$ cat src/sv/assert_macros.svh
// Assertion macros shared by the frame ownership table RTL.
// No dependencies; included by the files that carry assertions.
`ifndef ASSERT_MACROS_SVH
`define ASSERT_MACROS_SVH

`ifndef SYNTHESIS

`define FOT_ASSERT(label, clock, rstn, prop) \
	label: assert property (@(posedge clock) disable iff (!rstn) (prop)) \
		else $error("assertion failed");

`define FOT_ASSERT_NEVER(label, clock, rstn, cond) \
	label: assert property (@(posedge clock) disable iff (!rstn) !(cond)) \
		else $error("forbidden condition seen");

`else

`define FOT_ASSERT(label, clock, rstn, prop)

`define FOT_ASSERT_NEVER(label, clock, rstn, cond)

`endif

`endif

$ cat src/sv/fot_pkg.sv
// Types and constants of the frame ownership table.
// No dependencies; imported by frame_ownership_table and tb_top.
`default_nettype none

package fot_pkg;

	localparam int NUM_FRAMES   = 128;
	localparam int PROC_ID_BITS = 8;
	localparam int PAGE_BITS    = 6;
	localparam int FRAME_BITS   = $clog2(NUM_FRAMES);
	localparam int COUNT_BITS   = $clog2(NUM_FRAMES + 1);

	localparam logic [1:0] REQ_FREE_CHECK = 2'd0;
	localparam logic [1:0] REQ_LOOKUP     = 2'd1;
	localparam logic [1:0] REQ_ALLOCATE   = 2'd2;
	localparam logic [1:0] REQ_RELEASE    = 2'd3;

	typedef struct packed {
		logic [1:0]              req_type;
		logic [PROC_ID_BITS-1:0] proc_id;
		logic [PAGE_BITS-1:0]    page_no;
		logic [COUNT_BITS-1:0]   needed_frames;
	} fot_req_t;

	typedef struct packed {
		logic                  success;
		logic [FRAME_BITS-1:0] frame_index;
		logic [COUNT_BITS-1:0] free_count;
	} fot_rsp_t;

	typedef struct packed {
		logic [PROC_ID_BITS-1:0] proc_id;
		logic [PAGE_BITS-1:0]    page_no;
	} fot_owner_t;

endpackage

`default_nettype wire

$ cat src/sv/frame_ownership_table.sv
// Frame ownership table: 128 frames, one scan of the owner memory per lookup, allocate or release.
// Lookup, allocate and release read all 128 entries through the single read port of the
// owner memory in ST_SCAN, then pass ST_WAIT and ST_FINISH before the done strobe;
// a free check goes straight to ST_FINISH. A new item may start in the strobe cycle.
// Reset frees every frame and clears the free counter to the full count;
// the owner memory is not cleared. Results cannot be stalled.
`default_nettype none
`include "assert_macros.svh"

module frame_ownership_table (
	input  wire logic              clk,
	input  wire logic              arst_n,
	input  wire logic              start,
	input  wire fot_pkg::fot_req_t req,
	output logic                   busy,
	output logic                   done,
	output fot_pkg::fot_rsp_t      result
);
	import fot_pkg::*;

	localparam logic [1:0] ST_IDLE   = 2'd0;
	localparam logic [1:0] ST_SCAN   = 2'd1;
	localparam logic [1:0] ST_WAIT   = 2'd2;
	localparam logic [1:0] ST_FINISH = 2'd3;

	localparam logic [FRAME_BITS-1:0] LAST_FRAME = FRAME_BITS'(NUM_FRAMES - 1);
	localparam logic [COUNT_BITS-1:0] ALL_FREE   = COUNT_BITS'(NUM_FRAMES);

	logic [1:0]              state_q;
	fot_req_t                req_q;
	logic [FRAME_BITS-1:0]   scan_q;
	logic [FRAME_BITS-1:0]   idx_s1;
	logic                    vld_s1;
	fot_owner_t              rd_s1;
	fot_owner_t              owner_mem [NUM_FRAMES];
	logic [NUM_FRAMES-1:0]   in_use_q;
	logic [COUNT_BITS-1:0]   free_q;
	logic                    hit_q;
	logic [FRAME_BITS-1:0]   hit_idx_q;
	logic                    done_q;
	fot_rsp_t                result_q;

	logic                    accept;
	logic                    cur_in_use;
	logic                    lookup_match;
	logic                    alloc_match;
	logic                    release_match;
	logic                    alloc_commit;

	assign accept        = start && !busy;
	assign cur_in_use    = in_use_q[idx_s1];
	assign lookup_match  = vld_s1 && (req_q.req_type == REQ_LOOKUP) && cur_in_use &&
		(rd_s1.proc_id == req_q.proc_id) && (rd_s1.page_no == req_q.page_no);
	assign alloc_match   = vld_s1 && (req_q.req_type == REQ_ALLOCATE) && !cur_in_use;
	assign release_match = vld_s1 && (req_q.req_type == REQ_RELEASE) && cur_in_use &&
		(rd_s1.proc_id == req_q.proc_id);
	assign alloc_commit  = (state_q == ST_FINISH) && (req_q.req_type == REQ_ALLOCATE) && hit_q;

	always_ff @(posedge clk or negedge arst_n) begin
		if (!arst_n) begin
			state_q <= ST_IDLE;
			scan_q  <= '0;
			vld_s1  <= 1'b0;
		end else begin
			vld_s1 <= (state_q == ST_SCAN);
			case (state_q)
				ST_IDLE: begin
					scan_q <= '0;
					if (accept) begin
						if (req.req_type == REQ_FREE_CHECK) begin
							state_q <= ST_FINISH;
						end else begin
							state_q <= ST_SCAN;
						end
					end
				end
				ST_SCAN: begin
					scan_q <= scan_q + 1'b1;
					if (scan_q == LAST_FRAME) begin
						state_q <= ST_WAIT;
					end
				end
				ST_WAIT: state_q <= ST_FINISH;
				ST_FINISH: state_q <= ST_IDLE;
				default: state_q <= ST_IDLE;
			endcase
		end
	end

	always_ff @(posedge clk) begin
		if (accept) begin
			req_q <= req;
		end
		idx_s1 <= scan_q;
		rd_s1  <= owner_mem[scan_q];
		if (alloc_commit) begin
			owner_mem[hit_idx_q] <= '{proc_id: req_q.proc_id, page_no: req_q.page_no};
		end
	end

	always_ff @(posedge clk or negedge arst_n) begin
		if (!arst_n) begin
			hit_q     <= 1'b0;
			hit_idx_q <= '0;
		end else if (accept) begin
			hit_q     <= 1'b0;
			hit_idx_q <= '0;
		end else if (!hit_q && (lookup_match || alloc_match)) begin
			hit_q     <= 1'b1;
			hit_idx_q <= idx_s1;
		end
	end

	always_ff @(posedge clk or negedge arst_n) begin
		if (!arst_n) begin
			in_use_q <= '0;
			free_q   <= ALL_FREE;
		end else if (release_match) begin
			in_use_q[idx_s1] <= 1'b0;
			free_q           <= free_q + 1'b1;
		end else if (alloc_commit) begin
			in_use_q[hit_idx_q] <= 1'b1;
			free_q              <= free_q - 1'b1;
		end
	end

	always_ff @(posedge clk or negedge arst_n) begin
		if (!arst_n) begin
			done_q <= 1'b0;
		end else begin
			done_q <= (state_q == ST_FINISH);
		end
	end

	always_ff @(posedge clk) begin
		if (state_q == ST_FINISH) begin
			case (req_q.req_type)
				REQ_FREE_CHECK: begin
					result_q.success     <= (free_q >= req_q.needed_frames);
					result_q.frame_index <= '0;
					result_q.free_count  <= free_q;
				end
				REQ_LOOKUP: begin
					result_q.success     <= hit_q;
					result_q.frame_index <= hit_idx_q;
					result_q.free_count  <= free_q;
				end
				REQ_ALLOCATE: begin
					result_q.success     <= hit_q;
					result_q.frame_index <= hit_idx_q;
					result_q.free_count  <= hit_q ? free_q - 1'b1 : free_q;
				end
				default: begin
					result_q.success     <= 1'b1;
					result_q.frame_index <= '0;
					result_q.free_count  <= free_q;
				end
			endcase
		end
	end

	assign busy   = (state_q != ST_IDLE);
	assign done   = done_q;
	assign result = result_q;

	`FOT_ASSERT(a_done_after_finish, clk, arst_n, done |-> $past(state_q == ST_FINISH))
	`FOT_ASSERT(a_fail_index_zero, clk, arst_n, (done && !result.success) |-> (result.frame_index == '0))
	`FOT_ASSERT_NEVER(a_free_overflow, clk, arst_n, free_q > ALL_FREE)
	`FOT_ASSERT(a_busy_after_accept, clk, arst_n, accept |=> busy)

endmodule

`default_nettype wire

$ cat config.mk
export PLATFORM = sky130hd
export DESIGN_NAME = frame_ownership_table
export DESIGN_NICKNAME = d
export VERILOG_FILES = /design/src/sv/fot_pkg.sv /design/src/sv/frame_ownership_table.sv
export VERILOG_INCLUDE_DIRS = /design/src /design/src/sv
export SDC_FILE = /design/constraint.sdc
export NUM_CORES = 2
export LEC_CHECK = 0
export ABC_AREA = 1
export ABC_CLOCK_PERIOD_IN_PS = 3900
export BUFFER_PORTS_ARGS = -buffer_cell sky130_fd_sc_hd__buf_2
export CORE_MARGIN = 4
export CORE_UTILIZATION = 38
export CTS_BUF_LIST = sky130_fd_sc_hd__clkbuf_4 sky130_fd_sc_hd__clkbuf_8
export DETAILED_ROUTE_END_ITERATION = 7
export PLACE_DENSITY = 0.51
export SLEW_MARGIN = 20
export SYNTH_ARGS = -nofsm -noshare
export SYNTH_HDL_FRONTEND = slang
export SYNTH_SLANG_ARGS = --single-unit
$ cat constraint.sdc
create_clock -name clk -period 3.9 [get_ports clk]
set_clock_uncertainty 0.2 [all_clocks]
set_input_delay 0.195 -clock clk [delete_from_list [all_inputs] [get_ports clk]]
set_output_delay 0.195 -clock clk [all_outputs]
set_load 0.05 [all_outputs]
## Word level (Yosys, flattened, before mapping)

Memories as Yosys holds them, arrays and structs flattened. A register that Yosys moved wholly into a read port is not among the register bits.
Cells that the tools add are included.

| word-level totals | value |
|---|---|
| register bits after elaboration | 202 |
| latch bits | 0 |
| RAM bits | 1792 |
| memory bits (read-only) | 0 |
| bits of input ports | 27 |
| output and inout port bits | 18 |
| logic and storage cells | 89 |
| memories | 1 |

Memories:

| name | depth | width | read ports | clocked after Yosys merged registers in | write ports | line | source |
|---|---|---|---|---|---|---|---|
| owner_mem | 128 | 14 | 1 | 1 | 1 | frame_ownership_table.sv:35 | `fot_owner_t owner_mem [NUM_FRAMES];` |

| cells by class | value |
|---|---|
| add/sub/neg operators | 3 |
| $mul | 0 |
| divide/modulo/power cells | 0 |
| $lt $le $gt $ge | 5 |
| eq/ne operators | 11 |
| shifts and indexed selects | 0 |
| mux-type cells | 23 |
| bitwise operators | 3 |
| reductions and logical operators | 27 |

Operators with widths:

| cell | number |
|---|---|
| two-way mux 128 bit | 2 |
| bitwise AND 128 bit | 1 |
| NOT 128 bit | 1 |
| bitwise OR 128 bit | 1 |
| case mux 16 bit (3 select lines) | 1 |
| two-way mux 8 bit | 3 |
| less-than comparator 7 x 8 -> 1 bit, second input constant | 2 |
| logical AND 1 bit | 15 |
| demux 1 bit (select 7 bit) | 2 |
| >= comparator 7 x 1 -> 1 bit, second input constant | 2 |
| two-way mux 7 bit | 2 |
| case mux 7 bit (2 select lines) | 1 |
| adder 8 x 1 -> 8 bit, second input constant | 1 |
| equality test 2 bit, second input constant | 4 |
| equality test 8 bit | 1 |
| >= comparator 8 bit | 1 |
| case mux 2 bit (4 select lines) | 1 |
| nonzero test 2 bit | 4 |
| subtractor 8 x 1 -> 8 bit, second input constant | 1 |
| adder 7 x 1 -> 7 bit, second input constant | 1 |
| binary-select mux 1 bit (select 7 bit) | 1 |
| equality test 7 bit, second input constant | 1 |
| two-way mux 1 bit | 7 |
| equality test 6 bit | 1 |
| other kinds (8) | 15 |

## Depth between registers and ports, before layout

| depth | value |
|---|---|
| word-level depth | 9 |
| depth in mapped cells | 20 |
| mapped depth without buffers | 17 |

## Worst setup path after synthesis

OpenSTA, ideal clock, no wires.

| timing path | value |
|---|---|
| kind | register to register |
| start | register req_q[19] (netlist name) |
| end | register in_use_q[100] |
| library setup time | 122 ps |
| arrival time | 3488 ps |
| data required time | 3578 ps |
| setup slack | 89 ps |
| cell stages (with the launch flop) | 10 |
| buffers on the path | 2 |
| period minus slack after synthesis | 3811 ps |
| cell sequence | edfxtp_1 > xor2_1 > nor4_1 > nand3_1 > nor3_1 > nand2_8 > buf_4 > buf_2 > o21ai_1 > o21ai_2 |

| on the way | value |
|---|---|
| word-level cells in the longest chain between the ends | 3 |
| elaborated cells between the ends (all ways) | 4 |

Ends and longest elaborated chain:

| element | line | source |
|---|---|---|
| start, declared | frame_ownership_table.sv:30 | `fot_req_t req_q;` |
| start signal, assigned | frame_ownership_table.sv:92 | `req_q <= req;` |
| equality test 8 bit * | frame_ownership_table.sv:56 | `(rd_s1.proc_id == req_q.proc_id);` |
| logical AND 1 bit * | frame_ownership_table.sv:55 | `assign release_match = vld_s1 && (req_q.req_type == REQ_RELEASE) && cur_in_use &&` |
| two-way mux 128 bit / nonzero test 2 bit (equally long branches) | - |  |
| end signal, assigned | frame_ownership_table.sv:116 | `in_use_q <= '0;` |
| end signal, assigned by index | frame_ownership_table.sv:119 | `in_use_q[idx_s1] <= 1'b0;` |
| end signal, assigned by index | frame_ownership_table.sv:122 | `in_use_q[hit_idx_q] <= 1'b1;` |
| end, declared | frame_ownership_table.sv:36 | `logic [NUM_FRAMES-1:0] in_use_q;` |

Mark *: on every way between the ends. The rest lies on a longest branch, timed or not.
A chain may end at the register's enable or synchronous reset.

==> summary.md <==
| Metric | Value |
|---|---|
| Mux contribution to synthesized area | 0.0123% |
| Reg2Reg Depth | 11 |
| Worst hold path class | primary input to register |
| Routed Antenna Nets | 0 |
| Final HPWL DP | 155000 µm |
| Hold Path Sink | req_q[10]$_DFFE_PP_ |
| Synth Area in XOR/XNOR | 0.259% |
| Max cap viols | 0 |
| Synth Warn # | 0 |
| H-tree depth reported by CTS | 5 |
| Nets | 6888 |
| Leak Pwr | 31.8 nW |
| Complex-gate fraction of the synthesized area | 13.4% |
| Worst slew pin tran | 1120 ps |
| CP Capture Type | register |
| Startpoint Class | register |
| Mean Syn Cell Area | 12.6 µm² |
| Setup TNS | 0 ps |
| Post-synthesis sequential area ratio | 73.1% |
| Most common cell after layout, fill and taps aside | edfxtp_1 |
| Number of buffers created by CTS | 353 |
| Unrepaired setup endpoints after global routing | no |
| Dpl cell area | 87600 µm² |
| IO Pins | 45 |
| Most frequent cells in the layout | edfxtp_1, nand2_1, nor2_1, o21ai_0, a21oi_1 |
| Wirelength, routed | 268000 µm |
| Non-Filler Instances | 9907 |
| Final setup viols | 0 |
| Synth unique cells | 48 |
| Core Util, Final | 44.6% |
| Grt total ovfl | 0 |
| Flop2flop setup slack | 220 ps |
| Tmin final | 3680 ps |
| GR Util All Layers | 23.6% |
| Relative slew slack | 24.6% |
| CTS tree | built |
| Layout cells sized above 1 | 16.5% |
| Placer congestion estimate | 0.836 |
| Post-synthesis instance area | 81200 µm² |
| Worst hold slack | 204 ps |
| Max Transition Viols Final | 0 |
| Post-synth EDFFs | 1832 |
| Largest family of logic cells by synthesized area | compound AO/OA/AOI/OAI gates |
| VDD IR max | 0.286 mV |
| Post-cts gate resize count | 0 |
| Pre-CTS setup slack | 320 ps |
| Vias | 56500 |
| Initial cell density of the core | 38.2% |
| Port Buffers | 44 |
| Area leader, netlist | edfxtp_1 |
| WP data arrival | 4420 ps |
| Final worst-path cycle share | 94.4% |
| Number of global-route vias before repair | 54300 |
| Status | completed |
| Syn Nets | 6496 |
| DR DRC count | 0 |
| Placed cell count | 9257 |
| CP Class | register to register |
| CP Max Fanout | 32 |
| Hold depth | 3 |
| Largest net degree at the start of global routing | 147 |
| Final Power | 58.6 mW |
| FFs w/ async S/R, synth | 7.72% |
| CTS clk-pin slew, worst paths | 60 ps |
| FF+latch count, synth | 2008 |
| Worst-skew pair later-pin latency | 1060 ps |
| Power Density | 619 nW/µm² |
| Clock Sinks | 2008 |
| Initial antenna violation count | 7 |
| Post-Syn Instances | 6453 |
| Worst endpoint required time | 4640 ps |
| Clk buf depth | 4 |
| Post-route setup slack | 220 ps |
| CTS Root Cell | clkbuf_8 |
| Max Freq | 272 MHz |
| Synth Flop Type | edfxtp_1 |
| Hold Path Origin | req[10] |
| Vias per inst | 5.71 |
| First drt pass iteration count | 6 |
| Final instance area | 94600 µm² |
| Main area contributors after synthesis | edfxtp_1, dfrtp_1, nand2_1 |
| Die X | 470 µm |
| Synth top area share | 67.8% |
| Die area | 221000 µm² |
| WL per Instance | 27.1 µm |
| # rows | 169 |
| Final count of hold timing violations | 0 |
| Synth Area in Adders | 0.247% |
| RR Endpoint | rd_s1[1]$_DFF_P_ |
| Area Growth Syn to Fin | 16.6% |
| First-pass GRT wire length | 389000 µm |
| Post-Synth Simple-Gate Area | 9.60% |
| R2r startpoint | scan_q[0]$_DFFE_PN0P_ |
| DR iter-0 viols | 6101 |
| Core region area | 212000 µm² |
| Die height | 470 µm |
## cell families (layout without fill, tap and decap cells)
kind of cell | Yosys count | in the layout
adder cells (fa/ha/maj) | 16 | 16
XOR/XNOR | 24 | 24
AO/OA/AOI/OAI | 1812 | 1812
flip-flops | 2008 | 2008
other | 0 | 2
buffers and inverters | 697 | 1328
multiplexers | 1 | 1
AND/OR/NAND/NOR | 1895 | 1895
## cell type report
cell class | count | area (µm²)
fillers | 19500 | 118000
flip-flops and latches | 2008 | 59300
multi-input cells | 3748 | 19700
clock buffers | 505 | 6100
repair buffers | 508 | 4660
well taps | 2821 | 3530
inverters | 226 | 876
clock inverters | 89 | 413
diodes | 2 | 5.00
## power breakdown
part           switching (mW)  internal, mW
clock network            8.43          10.0
logic                    10.8          4.28
registers               0.557          24.5
total                    19.8          38.8
## per-layer routing
| layer | global-route usage [%] | routed length (µm) | vias up |
|---|---|---|---|
| li1 | - | - | 24900 |
| met1 | 33.4 | 116000 | 28800 |
| met2 | 37.1 | 124000 | 2392 |
| met3 | 4.31 | 20300 | 448 |
| met4 | 7.59 | 7930 | 6 |
| met5 | 0 | 40 | - |
## cells in the mapped netlist, drive strengths merged (134+ instances only)
cell	count
o221ai	297
nand3	291
nand2	859
o22ai	216
a21oi	397
nor2	567
nor3	153
inv	220
buf	134
o21ai	762
clkbuf	337
dfrtp	154
edfxtp	1832
## state kept, by name, summed over array words and instances, names as in the netlist, 2 cells and up
register,count
free_q,8
hit_idx_q,7
idx_s1,7
in_use_q,128
owner_mem,1792
rd_s1,14
req_q,24
result,16
scan_q,7
state_q,2
## worst max-delay path: stages (launching register included)
cell and delay [ps]:
dfrtp_4 580, inv_8 240, nand2_4 220, buf_12 250
buf_4 250, buf_4 210, o221ai_1 160, a21oi_1 60
o31ai_1 920, nand3_1 230, nand3_1 160, nand2_1 60
## repair_timing
item,CTS,global route
setup buffers,0,0
hold endpoints to repair,189,0
setup endpoints to repair,0,0
hold buffers,54,0
## worst max-delay path by stage
stage / startpoint / endpoint
finish: scan_q[0]$_DFFE_PN0P_ / rd_s1[1]$_DFF_P_
global route: scan_q[0]$_DFFE_PN0P_ / rd_s1[0]$_DFF_P_
floorplan: req_q[19]$_DFFE_PP_ / in_use_q[100]$_DFFE_PN0P_
detailed placement: scan_q[0]$_DFFE_PN0P_ / rd_s1[1]$_DFF_P_
CTS: scan_q[0]$_DFFE_PN0P_ / rd_s1[1]$_DFF_P_
global placement: scan_q[0]$_DFFE_PN0P_ / rd_s1[1]$_DFF_P_
Note: power is estimated with default switching activity, not from simulation.
